### config.mk
export PLATFORM = sky130hd
export DESIGN_NAME = piecewise_linear_interpolator
export DESIGN_NICKNAME = d
export VERILOG_FILES = /design/src/rtl/pli_pkg.sv /design/src/rtl/pli_dp.sv /design/src/rtl/pli_ctrl.sv /design/src/rtl/piecewise_linear_interpolator.sv
export VERILOG_INCLUDE_DIRS = /design/src /design/src/rtl
export SDC_FILE = /design/constraint.sdc
export NUM_CORES = 2
export LEC_CHECK = 0
export ABC_AREA = 1
export BUFFER_PORTS_ARGS = -buffer_cell sky130_fd_sc_hd__buf_2
export CAP_MARGIN = 40
export CELL_PAD_IN_SITES_DETAIL_PLACEMENT = 0
export CELL_PAD_IN_SITES_GLOBAL_PLACEMENT = 1
export CORE_MARGIN = 1.5
export CORE_UTILIZATION = 46
export DETAILED_ROUTE_END_ITERATION = 12
export GPL_TIMING_DRIVEN = 1
export PLACE_DENSITY_LB_ADDON = 0.05
export SLEW_MARGIN = 5
export SYNTH_ARGS = -nofsm -noshare
export SYNTH_HDL_FRONTEND = slang
export SYNTH_SLANG_ARGS = --single-unit
### constraint.sdc
create_clock -name clk -period 6.5 [get_ports clk]
set_clock_uncertainty 0.15 [all_clocks]
set_input_delay 0.325 -clock clk [delete_from_list [all_inputs] [get_ports clk]]
set_output_delay 0.325 -clock clk [all_outputs]
set_load 0.02 [all_outputs]
### src/rtl/piecewise_linear_interpolator_defines.svh
// ----------------------------------------------------------------------------
// Assertion macros for the piecewise linear interpolator
// Shared concurrent assertion forms, clocked on clk, disabled in reset.
// ----------------------------------------------------------------------------
`ifndef PIECEWISE_LINEAR_INTERPOLATOR_DEFINES_SVH
`define PIECEWISE_LINEAR_INTERPOLATOR_DEFINES_SVH

// consequent checked in the same cycle
`define PLI_ASSERT_SAME(lbl, ante, cons, msg) \
	lbl: assert property (@(posedge clk) disable iff (!arst_n) (ante) |-> (cons)) \
		else $error(msg);

// consequent checked in the following cycle
`define PLI_ASSERT_NEXT(lbl, ante, cons, msg) \
	lbl: assert property (@(posedge clk) disable iff (!arst_n) (ante) |=> (cons)) \
		else $error(msg);

`endif

### src/rtl/pli_pkg.sv
// ----------------------------------------------------------------------------
// pli_pkg
// Types and constants shared by the interpolator controller and datapath.
// ----------------------------------------------------------------------------
`timescale 1ns / 1ps

package pli_pkg;

	localparam int DATA_W = 16;
	localparam int CNT_W  = 5;
	localparam int IDX_W  = 4;

	localparam logic OP_LOAD = 1'b0;
	localparam logic OP_EVAL = 1'b1;

	// breakpoint store read address select
	typedef enum logic [1:0] {
		RD_FIRST,
		RD_SECOND,
		RD_LAST,
		RD_NEXT
	} rd_sel_t;

	// source of the staged result
	typedef enum logic [2:0] {
		RES_FEW,
		RES_NONE,
		RES_NODE_Y,
		RES_LEFT_Y,
		RES_QUOT
	} res_sel_t;

	typedef struct packed {
		logic     wr_en;
		logic     start;
		logic     rd_en;
		rd_sel_t  rd_sel;
		logic     cap_prev;
		logic     idx_init;
		logic     idx_inc;
		logic     seg_latch;
		logic     div_init;
		logic     div_step;
		logic     res_set;
		res_sel_t res_sel;
		logic     load_out;
	} pli_cmd_t;

	typedef struct packed {
		logic few;
		logic le_first;
		logic ge_last;
		logic seg_hit;
		logic seg_flat;
		logic at_last;
		logic div_last;
	} pli_sts_t;

endpackage

### src/rtl/pli_dp.sv
// ----------------------------------------------------------------------------
// pli_dp
// Breakpoint store, segment scan registers, 16x16 multiplier, restoring
// divider and result/output registers.
// ----------------------------------------------------------------------------
`timescale 1ns / 1ps

module pli_dp #(
	parameter int MAX_NODES = 16
) (
	input  logic                                clk,
	input  logic                                arst_n,
	input  pli_pkg::pli_cmd_t                   cmd,
	output pli_pkg::pli_sts_t                   sts,
	input  logic                                cfg_valid,
	input  logic        [pli_pkg::CNT_W-1:0]    cfg_data,
	input  logic        [pli_pkg::IDX_W-1:0]    node_index,
	input  logic signed [pli_pkg::DATA_W-1:0]   node_x,
	input  logic signed [pli_pkg::DATA_W-1:0]   node_y,
	input  logic signed [pli_pkg::DATA_W-1:0]   query_x,
	output logic signed [pli_pkg::DATA_W-1:0]   value_y,
	output logic                                table_too_small
);
	import pli_pkg::*;

	localparam int AW = $clog2(MAX_NODES);
	localparam int CW = $clog2(MAX_NODES + 1);

	logic [2*DATA_W-1:0] mem [MAX_NODES];

	logic [CNT_W-1:0]         node_count_q;
	logic [CW-1:0]            n_cur;
	logic [CW-1:0]            n_q;
	logic [AW-1:0]            idx_q;
	logic [AW-1:0]            rd_addr;
	logic [AW-1:0]            wr_addr;
	logic [2*DATA_W-1:0]      rd_q;
	logic signed [DATA_W-1:0] qx_q;
	logic signed [DATA_W-1:0] cur_x;
	logic signed [DATA_W-1:0] cur_y;
	logic signed [DATA_W-1:0] prev_x_q;
	logic signed [DATA_W-1:0] prev_y_q;

	logic signed [DATA_W:0]   dy;
	logic signed [DATA_W:0]   dy_neg;
	logic signed [DATA_W:0]   dx;
	logic signed [DATA_W:0]   dw;
	logic                     neg_q;
	logic [DATA_W-1:0]        dy_abs_q;
	logic [DATA_W-1:0]        dx_q;
	logic [DATA_W-1:0]        den_q;
	logic signed [DATA_W-1:0] y0_q;

	logic [2*DATA_W-1:0]      dvd_q;
	logic [DATA_W-1:0]        rem_q;
	logic [4:0]               div_cnt_q;
	logic [DATA_W:0]          trial;
	logic                     trial_ge;

	logic [DATA_W:0]          q_ext;
	logic [DATA_W:0]          y_sum;
	logic signed [DATA_W-1:0] res_y_q;
	logic                     res_flag_q;
	logic signed [DATA_W-1:0] res_y;
	logic                     res_flag;

	// node count register, clamped to the store depth when used
	always_ff @(posedge clk or negedge arst_n) begin
		if (!arst_n) begin
			node_count_q <= '0;
		end else if (cfg_valid) begin
			node_count_q <= cfg_data;
		end
	end

	always_comb begin
		if (32'(node_count_q) > MAX_NODES) begin
			n_cur = CW'(MAX_NODES);
		end else begin
			n_cur = CW'(node_count_q);
		end
	end

	assign wr_addr = AW'(node_index);

	always_comb begin
		unique case (cmd.rd_sel)
			RD_FIRST:  rd_addr = '0;
			RD_SECOND: rd_addr = AW'(1);
			RD_LAST:   rd_addr = AW'(n_q - CW'(1));
			RD_NEXT:   rd_addr = idx_q + AW'(1);
		endcase
	end

	always_ff @(posedge clk) begin
		if (cmd.wr_en && (32'(node_index) < MAX_NODES)) begin
			mem[wr_addr] <= {node_x, node_y};
		end
		if (cmd.rd_en) begin
			rd_q <= mem[rd_addr];
		end
	end

	assign cur_x = $signed(rd_q[2*DATA_W-1:DATA_W]);
	assign cur_y = $signed(rd_q[DATA_W-1:0]);

	assign dy     = {cur_y[DATA_W-1], cur_y} - {prev_y_q[DATA_W-1], prev_y_q};
	assign dy_neg = -dy;
	assign dx     = {qx_q[DATA_W-1], qx_q} - {prev_x_q[DATA_W-1], prev_x_q};
	assign dw     = {cur_x[DATA_W-1], cur_x} - {prev_x_q[DATA_W-1], prev_x_q};

	assign trial    = {rem_q, dvd_q[2*DATA_W-1]};
	assign trial_ge = trial >= {1'b0, den_q};

	// quotient magnitude never exceeds |y1 - y0|, so 16 bits hold it
	assign q_ext = neg_q ? -{1'b0, dvd_q[DATA_W-1:0]} : {1'b0, dvd_q[DATA_W-1:0]};
	assign y_sum = {y0_q[DATA_W-1], y0_q} + q_ext;

	always_comb begin
		res_y    = '0;
		res_flag = 1'b0;
		unique case (cmd.res_sel)
			RES_FEW:    res_flag = 1'b1;
			RES_NONE:   res_y = '0;
			RES_NODE_Y: res_y = cur_y;
			RES_LEFT_Y: res_y = prev_y_q;
			RES_QUOT:   res_y = $signed(y_sum[DATA_W-1:0]);
			default:    res_y = '0;
		endcase
	end

	always_ff @(posedge clk) begin
		if (cmd.start) begin
			qx_q <= query_x;
			n_q  <= n_cur;
		end
		if (cmd.cap_prev) begin
			prev_x_q <= cur_x;
			prev_y_q <= cur_y;
		end
		if (cmd.idx_init) begin
			idx_q <= AW'(1);
		end else if (cmd.idx_inc) begin
			idx_q <= idx_q + AW'(1);
		end
		if (cmd.seg_latch) begin
			neg_q    <= dy[DATA_W];
			dy_abs_q <= dy[DATA_W] ? dy_neg[DATA_W-1:0] : dy[DATA_W-1:0];
			dx_q     <= dx[DATA_W-1:0];
			den_q    <= dw[DATA_W-1:0];
			y0_q     <= prev_y_q;
		end
		if (cmd.div_init) begin
			dvd_q     <= dy_abs_q * dx_q;
			rem_q     <= '0;
			div_cnt_q <= '0;
		end else if (cmd.div_step) begin
			rem_q     <= trial_ge ? DATA_W'(trial - {1'b0, den_q}) : trial[DATA_W-1:0];
			dvd_q     <= {dvd_q[2*DATA_W-2:0], trial_ge};
			div_cnt_q <= div_cnt_q + 5'd1;
		end
		if (cmd.res_set) begin
			res_y_q    <= res_y;
			res_flag_q <= res_flag;
		end
		if (cmd.load_out) begin
			value_y         <= res_y_q;
			table_too_small <= res_flag_q;
		end
	end

	assign sts.few      = n_cur < CW'(2);
	assign sts.le_first = qx_q <= cur_x;
	assign sts.ge_last  = qx_q >= cur_x;
	assign sts.seg_hit  = (qx_q >= prev_x_q) && (qx_q <= cur_x);
	assign sts.seg_flat = cur_x == prev_x_q;
	assign sts.at_last  = CW'(idx_q) == (n_q - CW'(1));
	assign sts.div_last = div_cnt_q == 5'd31;

endmodule

### src/rtl/pli_ctrl.sv
// ----------------------------------------------------------------------------
// pli_ctrl
// Sequencer for load and evaluate items: saturation checks, segment scan,
// multiply, divide and result hand-off.
// ----------------------------------------------------------------------------
`timescale 1ns / 1ps
`include "piecewise_linear_interpolator_defines.svh"

module pli_ctrl (
	input  logic              clk,
	input  logic              arst_n,
	input  logic              in_valid,
	output logic              in_ready,
	input  logic              opcode,
	output logic              out_valid,
	input  logic              out_ready,
	input  pli_pkg::pli_sts_t sts,
	output pli_pkg::pli_cmd_t cmd
);
	import pli_pkg::*;

	typedef enum logic [2:0] {
		S_IDLE,
		S_FIRST,
		S_LAST,
		S_SCAN,
		S_MUL,
		S_DIV,
		S_RES,
		S_DONE
	} state_t;

	state_t state_q;
	logic   out_valid_q;
	logic   accept;
	logic   out_free;

	assign in_ready  = state_q == S_IDLE;
	assign out_valid = out_valid_q;
	assign accept    = in_valid && in_ready;
	assign out_free  = !out_valid_q || out_ready;

	always_comb begin
		cmd = '0;
		unique case (state_q)
			S_IDLE: begin
				if (accept) begin
					if (opcode == OP_LOAD) begin
						cmd.wr_en = 1'b1;
					end else begin
						cmd.start = 1'b1;
						if (sts.few) begin
							cmd.res_set = 1'b1;
							cmd.res_sel = RES_FEW;
						end else begin
							cmd.rd_en  = 1'b1;
							cmd.rd_sel = RD_FIRST;
						end
					end
				end
			end
			S_FIRST: begin
				if (sts.le_first) begin
					cmd.res_set = 1'b1;
					cmd.res_sel = RES_NODE_Y;
				end else begin
					cmd.cap_prev = 1'b1;
					cmd.rd_en    = 1'b1;
					cmd.rd_sel   = RD_LAST;
				end
			end
			S_LAST: begin
				if (sts.ge_last) begin
					cmd.res_set = 1'b1;
					cmd.res_sel = RES_NODE_Y;
				end else begin
					cmd.idx_init = 1'b1;
					cmd.rd_en    = 1'b1;
					cmd.rd_sel   = RD_SECOND;
				end
			end
			S_SCAN: begin
				if (sts.seg_hit) begin
					if (sts.seg_flat) begin
						cmd.res_set = 1'b1;
						cmd.res_sel = RES_LEFT_Y;
					end else begin
						cmd.seg_latch = 1'b1;
					end
				end else if (sts.at_last) begin
					// only a non-ascending table gets here
					cmd.res_set = 1'b1;
					cmd.res_sel = RES_NONE;
				end else begin
					cmd.cap_prev = 1'b1;
					cmd.idx_inc  = 1'b1;
					cmd.rd_en    = 1'b1;
					cmd.rd_sel   = RD_NEXT;
				end
			end
			S_MUL:  cmd.div_init = 1'b1;
			S_DIV:  cmd.div_step = 1'b1;
			S_RES: begin
				cmd.res_set = 1'b1;
				cmd.res_sel = RES_QUOT;
			end
			S_DONE: cmd.load_out = out_free;
		endcase
	end

	always_ff @(posedge clk or negedge arst_n) begin
		if (!arst_n) begin
			state_q     <= S_IDLE;
			out_valid_q <= 1'b0;
		end else begin
			if (cmd.load_out) begin
				out_valid_q <= 1'b1;
			end else if (out_ready) begin
				out_valid_q <= 1'b0;
			end
			unique case (state_q)
				S_IDLE: begin
					if (accept && opcode == OP_EVAL) begin
						state_q <= sts.few ? S_DONE : S_FIRST;
					end
				end
				S_FIRST: state_q <= sts.le_first ? S_DONE : S_LAST;
				S_LAST:  state_q <= sts.ge_last ? S_DONE : S_SCAN;
				S_SCAN: begin
					if (sts.seg_hit) begin
						state_q <= sts.seg_flat ? S_DONE : S_MUL;
					end else if (sts.at_last) begin
						state_q <= S_DONE;
					end
				end
				S_MUL: state_q <= S_DIV;
				S_DIV: begin
					if (sts.div_last) begin
						state_q <= S_RES;
					end
				end
				S_RES: state_q <= S_DONE;
				S_DONE: begin
					if (out_free) begin
						state_q <= S_IDLE;
					end
				end
			endcase
		end
	end

	`PLI_ASSERT_NEXT(a_eval_holds_input, accept && opcode == OP_EVAL, !in_ready, "evaluate item did not block input")
	`PLI_ASSERT_NEXT(a_load_single_cycle, accept && opcode == OP_LOAD, in_ready, "load item left the idle state")
	`PLI_ASSERT_SAME(a_no_result_overwrite, cmd.load_out, !out_valid_q || out_ready, "pending result overwritten")
	`PLI_ASSERT_SAME(a_result_from_done, $rose(out_valid_q), $past(state_q) == S_DONE, "result raised outside done state")

endmodule

### src/rtl/piecewise_linear_interpolator.sv
// ----------------------------------------------------------------------------
// piecewise_linear_interpolator
// Breakpoint table with linear interpolation between nodes, saturation
// outside the table and a flag for tables with fewer than two nodes.
// ----------------------------------------------------------------------------
//  channel  signals                                        direction
//  in       in_valid/in_ready, opcode, node_index,         input
//           node_x, node_y, query_x
//  out      out_valid/out_ready, value_y, table_too_small  output
//  cfg      cfg_valid/cfg_ready, cfg_data (node_count)     input
//
//  A load item writes one node into the store and stays idle. Evaluate: a table with fewer
//  than two nodes is flagged without a scan, a query at or outside the first or last node
//  saturates to that node's y, and the scan stops on a zero-width segment or at the last node
//  with no hit; a hit runs the one node per cycle scan plus a 32-step restoring divider.
//  Reset clears node_count and the control state, not the breakpoint store. A stalled
//  output holds the done state; the next item is taken once the result is registered.
// ----------------------------------------------------------------------------
`timescale 1ns / 1ps

module piecewise_linear_interpolator #(
	parameter int MAX_NODES = 16
) (
	input  logic                               clk,
	input  logic                               arst_n,
	input  logic                               in_valid,
	output logic                               in_ready,
	input  logic                               opcode,
	input  logic        [pli_pkg::IDX_W-1:0]   node_index,
	input  logic signed [pli_pkg::DATA_W-1:0]  node_x,
	input  logic signed [pli_pkg::DATA_W-1:0]  node_y,
	input  logic signed [pli_pkg::DATA_W-1:0]  query_x,
	output logic                               out_valid,
	input  logic                               out_ready,
	output logic signed [pli_pkg::DATA_W-1:0]  value_y,
	output logic                               table_too_small,
	input  logic                               cfg_valid,
	output logic                               cfg_ready,
	input  logic        [pli_pkg::CNT_W-1:0]   cfg_data
);
	import pli_pkg::*;

	pli_cmd_t cmd;
	pli_sts_t sts;

	// configuration writes are always taken
	assign cfg_ready = 1'b1;

	pli_ctrl u_ctrl (
		.clk       (clk),
		.arst_n    (arst_n),
		.in_valid  (in_valid),
		.in_ready  (in_ready),
		.opcode    (opcode),
		.out_valid (out_valid),
		.out_ready (out_ready),
		.sts       (sts),
		.cmd       (cmd)
	);

	pli_dp #(
		.MAX_NODES (MAX_NODES)
	) u_dp (
		.clk             (clk),
		.arst_n          (arst_n),
		.cmd             (cmd),
		.sts             (sts),
		.cfg_valid       (cfg_valid),
		.cfg_data        (cfg_data),
		.node_index      (node_index),
		.node_x          (node_x),
		.node_y          (node_y),
		.query_x         (query_x),
		.value_y         (value_y),
		.table_too_small (table_too_small)
	);

endmodule
Word-level counts from Yosys, hierarchy flattened. Memory sizes are Yosys's and may differ from the RTL's. A register that Yosys moved wholly into a read port is not among the register bits. Cells that the tools add are included.

Memories kept: 1. Output and inout bits: 20. Bits in writable memories: 512. Input bits: 63. Register bits: 218. Word-level logic and storage cells: 122.

Memories: u_dp.mem (words 16, bits a word 32, rd ports 1, clocked after memory_dff 1, wr ports 1, RTL line pli_dp.sv:29) `logic [2*DATA_W-1:0] mem [MAX_NODES];`.

Eq/ne operators: 20. Reductions and logical operators: 11. $mul: 1. Multiplexer cells: 53. Order comparisons: 6. Add/subtract/negate cells: 10.

Operators with widths (number): $mux 32 (2); $mux 16 (3); $mux 4 (12); $pmux 16 s3 (1); $sub 16x16->16 (3); $ge 16x16->1 (2); $mul 16x16->32 (1); $neg 16->16 (2); $mux 3 (10); $pmux 3 s8 (1); $pmux 4 s5 (1); $ge 17x16->1 (1); $sub 16x16->17 (1); $add 16x16->16 (1); $eq 16x16->1 (1); $le 16x16->1 (1); $pmux 4 s4 (1); $eq 3x3->1 const B (5); $mux 1 (15); $eq 3x2->1 const B (4); $pmux 3 s4 (1); $mux 5 (2); $logic_not 3->1 (2); $mux 2 (3); other kinds (20) (25).

Depth between registers and ports, before layout.
Depth after elaboration: 9. Gate-level depth with buffers: 28. Mapped depth without buffers: 26.

Modules after synthesis. From an unflattened synthesis, not the netlist that was laid out.

Cell total of the unflattened synthesis: 4239. Area, all modules: 43152.6 µm².

By module, submodules not included: pli_dp (seq. area each 22486.6 µm², instances 1, cells each 4155, area an instance 42617.1 µm²); pli_ctrl (seq. area each 100.1 µm², instances 1, cells each 82, area an instance 524.3 µm²); piecewise_linear_interpolator (seq. area each 0.0 µm², instances 1, cells each 2, area an instance 11.3 µm²).

Worst setup path after synthesis. Ideal clock, no wire load.

Path kind: reg-to-reg. Start: register u_dp.dy_abs_q[7]. End: register u_dp.dvd_q[29], data pin. Path slack: 0.356 ns. Library setup time: 0.268 ns. Buffers on the path: 2. Data arrival time: 5.726 ns. Data required time: 6.082 ns. Period minus slack after synthesis: 6.144 ns. Cell stages (with the launch flop): 25. Path through: edfxtp_1 > clkbuf_1 > clkbuf_1 > nand2_1 > fa_1 > inv_1 > fa_1 > inv_1 > fa_1 > inv_1 > fa_1 > fa_1 > inv_1 > fa_1 > inv_1 > ha_1 > a21oi_1 > o21ai_0 > a21oi_1 > nand3_1 > a21o_1 > a21boi_0 > o21ai_0 > xor2_1 > o21ai_0.

Word-level cells in the longest chain between the ends: 2.

Ends and longest elaborated chain: from (decl) (RTL line pli_dp.sv:49) `logic [DATA_W-1:0] dy_abs_q;`; from (signal assigned) (RTL line pli_dp.sv:148) `dy_abs_q <= dy[DATA_W] ? dy_neg[DATA_W-1:0] : dy[DATA_W-1:0];`; $mul 16x16->32 (RTL line pli_dp.sv:154) `dvd_q <= dy_abs_q * dx_q;`; $mux 32 (RTL line pli_dp.sv:153) `if (cmd.div_init) begin`; to (signal assigned) (RTL line pli_dp.sv:154); to (signal assigned) (RTL line pli_dp.sv:159) `dvd_q <= {dvd_q[2*DATA_W-2:0], trial_ge};`; to (decl) (RTL line pli_dp.sv:54) `logic [2*DATA_W-1:0] dvd_q;`.

Every way passes these cells. A chain may end at the register's enable or synchronous reset.

Final worst setup path. Same ends and word-level chain as after synthesis.

==> impl_metrics.ini <==
[die]
fp-row-count = 115
dieArea_um2 = 101000
start_util_pct = 46.4
core_um2 = 98400
io_pins = 83
die_h_um = 318
die_w_um = 318

[synth]
ys_ff_latch = 762
ys_warn_count = 0
synth_ff_type = edfxtp_1
synth_edf_count = 728
async_flop_share_pct = 1.18
yosysSeqAreaShare_pct = 49.4
postSynthAreaPerCell_um2 = 9.54
syn_nets = 5259
synthDistinctLibCells = 57
netlist_area_um2 = 45700
netlist_instances = 4793

[clock_network]
clock_sinks = 762
path_clk_slew_ns = 0.06
tritoncts = built
numCtsBuffers = 88
insertion_delay_ns = 0.67
root_buffer = clkbuf_16
h-tree-depth = 3
clk_path_buf_depth = 3

[worst_setup_path]
crit_path_max_fanout = 8
reg2reg_from = u_dp.dy_abs_q[7]
critPathArrivalTime_ns = 6.45
end_kind = flop
worst_ep_required_time_ns = 6.75
start_kind = flop
rr_worst_depth = 22
criticalPathCategory = flop to flop
r2r-end = u_dp.dvd_q[29]
ff2ff_setup_slack_ns = 0.30
crit_end = u_dp.dvd_q[29]
startpoint = u_dp.dy_abs_q[7]

[grt]
gr-usage-all-layers_pct = 24.4
antenna_found_initial = 7
grt_max_degree = 179
grt_pass1_wl_mm = 191
overflow = 0
grt_pass1_vias = 32200

[timing]
worst_slew_pin_slew_ns = 1.11
slew_headroom_pct = 26.3
fmax_ghz = 0.161
setup_viol = 0
hold_viol_final = 0
grt_setup_unrepaired = yes
slew_violations = 0
post-route-period-util_pct = 95.4
period_needed_ns = 6.20
setup_slack_ns = 0.298

[placement]
dpl.hpwl_mm = 77.7
io_buffers = 81
post-place-ws_ns = 0.0766
gp_congestion = 0.866

[routing]
routed_wl_mm = 122
vias = 32400
viasPerCell = 5.16
detail-route-antenna-nets = 0
wl_per_cell_um = 19.4
drtIter0Drc = 2483
drc = 0
drt_first_pass_iters = 5

[cells_and_area]
area_growth_pct = 12.6
layout.nets = 5382
fillers = 9141
utilization_pct = 52.3
drive_gt1_share_pct = 7.99

[outcome]
status = finished clean

[job]
drv_cap = 0

[worst_hold_path]
hold_path_class = primary input to flop
## routing by layer
metal / GRT usage [%] / share of wire (%) / up-vias
met3: 3.38 / 4.4 / 180
met4: 7.06 / 2.8 / 8
met2: 40.8 / 48 / 627
met5: 0 / 0.038 / -
li1: - / - / 15900
met1: 33.1 / 44 / 15700
## how the worst min path moves through the flow
stage                 from  slack [ns]                   end  cells after the start
detailed placement  arst_n        0.06  u_dp.node_count_q[2]                      1
floorplan           arst_n       -0.12      u_ctrl.out_valid                      0
finish              opcode        0.14         u_dp.qx_q[15]                      4
global placement    arst_n        0.06  u_dp.node_count_q[0]                      1
CTS                 opcode        0.10         u_dp.qx_q[15]                      4
global route        opcode        0.16         u_dp.qx_q[15]                      4
## worst max-delay path, stage by stage, from the launching register on
cell	delay [ns]
edfxtp_1	0.51
buf_4	0.22
nand2_1	0.08
fa_1	0.52
inv_1	0.05
fa_1	0.57
fa_1	0.45
fa_1	0.52
fa_1	0.50
inv_1	0.05
fa_1	0.47
inv_1	0.04
ha_1	0.34
nand2_1	0.12
nor2_1	0.15
and3_1	0.21
nand4_1	0.12
nand3_2	0.17
a21o_1	0.19
a21boi_2	0.08
o21ai_0	0.21
xor2_1	0.15
o21ai_0	0.08
## per-stage QoR
step                area, um^2  TNS [ns]  instances  hold slack (ns)
floorplan                45700         0       4793           -0.121
global placement         47500         0       6013           0.0627
detailed placement       47800         0       6023           0.0619
CTS                      51200         0       6248            0.101
global route             51400   -0.0615       6272            0.157
finish                   51400         0       6273            0.143
## state kept, by name (all words and copies together), names as in the netlist, 3 cells and up
name,cells
u_dp.den_q,16
u_dp.value_y,16
u_dp.div_cnt_q,5
u_dp.dx_q,16
u_dp.n_q,5
u_dp.y0_q,16
u_dp.node_count_q,5
u_ctrl.state_q,3
u_dp.dvd_q,32
u_dp.dy_abs_q,16
u_dp.rem_q,16
u_dp.prev_y_q,16
u_dp.qx_q,16
u_dp.rd_q,32
u_dp.mem,512
u_dp.prev_x_q,16
u_dp.res_y_q,16
u_dp.idx_q,4
## cells by family (layout without fill, tap and decap cells)
family / Yosys count / count (layout) / synth area share, %
adders and majority gates: 403 / 403 / 14.3
DFF: 762 / 762 / 49.4
and+or+nand+nor: 1862 / 1862 / 18.6
xor gates and xnor gates: 105 / 105 / 2.03
other: 1 / 3 / 0.00821
buffers and inverters: 1327 / 1518 / 11.5
AOI/OAI and AO/OA: 333 / 333 / 4.16
## layout by cell type (no fill, tap or decap), types with 17 or more instances in the layout
cell type,Yosys,final
or2_2,17,17
inv_1,1074,1074
nor3_1,24,22
fa_1,199,199
nor2_4,0,17
xnor2_1,39,39
edfxtp_1,728,728
clkbuf_16,0,90
buf_2,100,81
nor2_1,114,93
dfxtp_1,25,25
ha_1,204,204
o21ai_0,103,99
clkinv_1,2,24
buf_4,22,109
clkbuf_1,109,23
xor2_1,65,65
dlygate4sd3_1,0,66
nand2_1,889,886
nand4_1,273,273
a21oi_1,132,130
nand3_1,519,517
## area by class of cell
| cell class | count | area (um^2) | share of cell area [%] |
|---|---|---|---|
| clock inverters | 45 | 454 | 0.883 |
| diodes | 2 | 5.00 | 0.00973 |
| clock buffers | 113 | 2340 | 4.55 |
| repair buffers | 276 | 2280 | 4.43 |
| multi-input cells | 2704 | 18100 | 35.2 |
| flip-flops and latches | 762 | 22600 | 43.9 |
| inverters | 1084 | 4070 | 7.91 |
| well taps | 1287 | 1610 | 3.13 |
## synth_stat cells, drive strengths merged (3+ instances only)
cell type | instances | share of area, %
o31ai | 6 | 0.099
a21oi | 133 | 1.5
edfxtp | 728 | 48
buf | 134 | 1.7
xnor2 | 39 | 0.75
dfrtp | 9 | 0.49
fa | 199 | 8.7
nor2 | 114 | 0.94
a31oi | 16 | 0.22
ha | 204 | 5.6
nand3b | 5 | 0.082
o22ai | 3 | 0.041
a21o | 12 | 0.20
dfxtp | 25 | 1.1
clkbuf | 109 | 0.90
xor2 | 66 | 1.3
o211ai | 6 | 0.099
a21boi | 8 | 0.13
nand2 | 894 | 7.4
o21bai | 9 | 0.15
a22oi | 14 | 0.23
nor4 | 4 | 0.055
o21ai | 112 | 1.3
inv | 1082 | 8.9
nand3 | 524 | 5.8
or2 | 18 | 0.25
o21a | 4 | 0.066
nor3 | 25 | 0.28
nand4 | 274 | 3.8
## repair_timing
| item | CTS | global route |
|---|---|---|
| endpoints found under the hold margin | 543 | 0 |
| endpoints found under the setup margin | 2 | 11 |
| pin swaps | 0 | 4 |
| setup buffers | 1 | 23 |
| resized for setup | 0 | 17 |
| hold buffers | 66 | 0 |
Power is left out: the tool's default activity adds up to more than one toggle a clock period on the data nets, which glitch-free logic cannot reach.
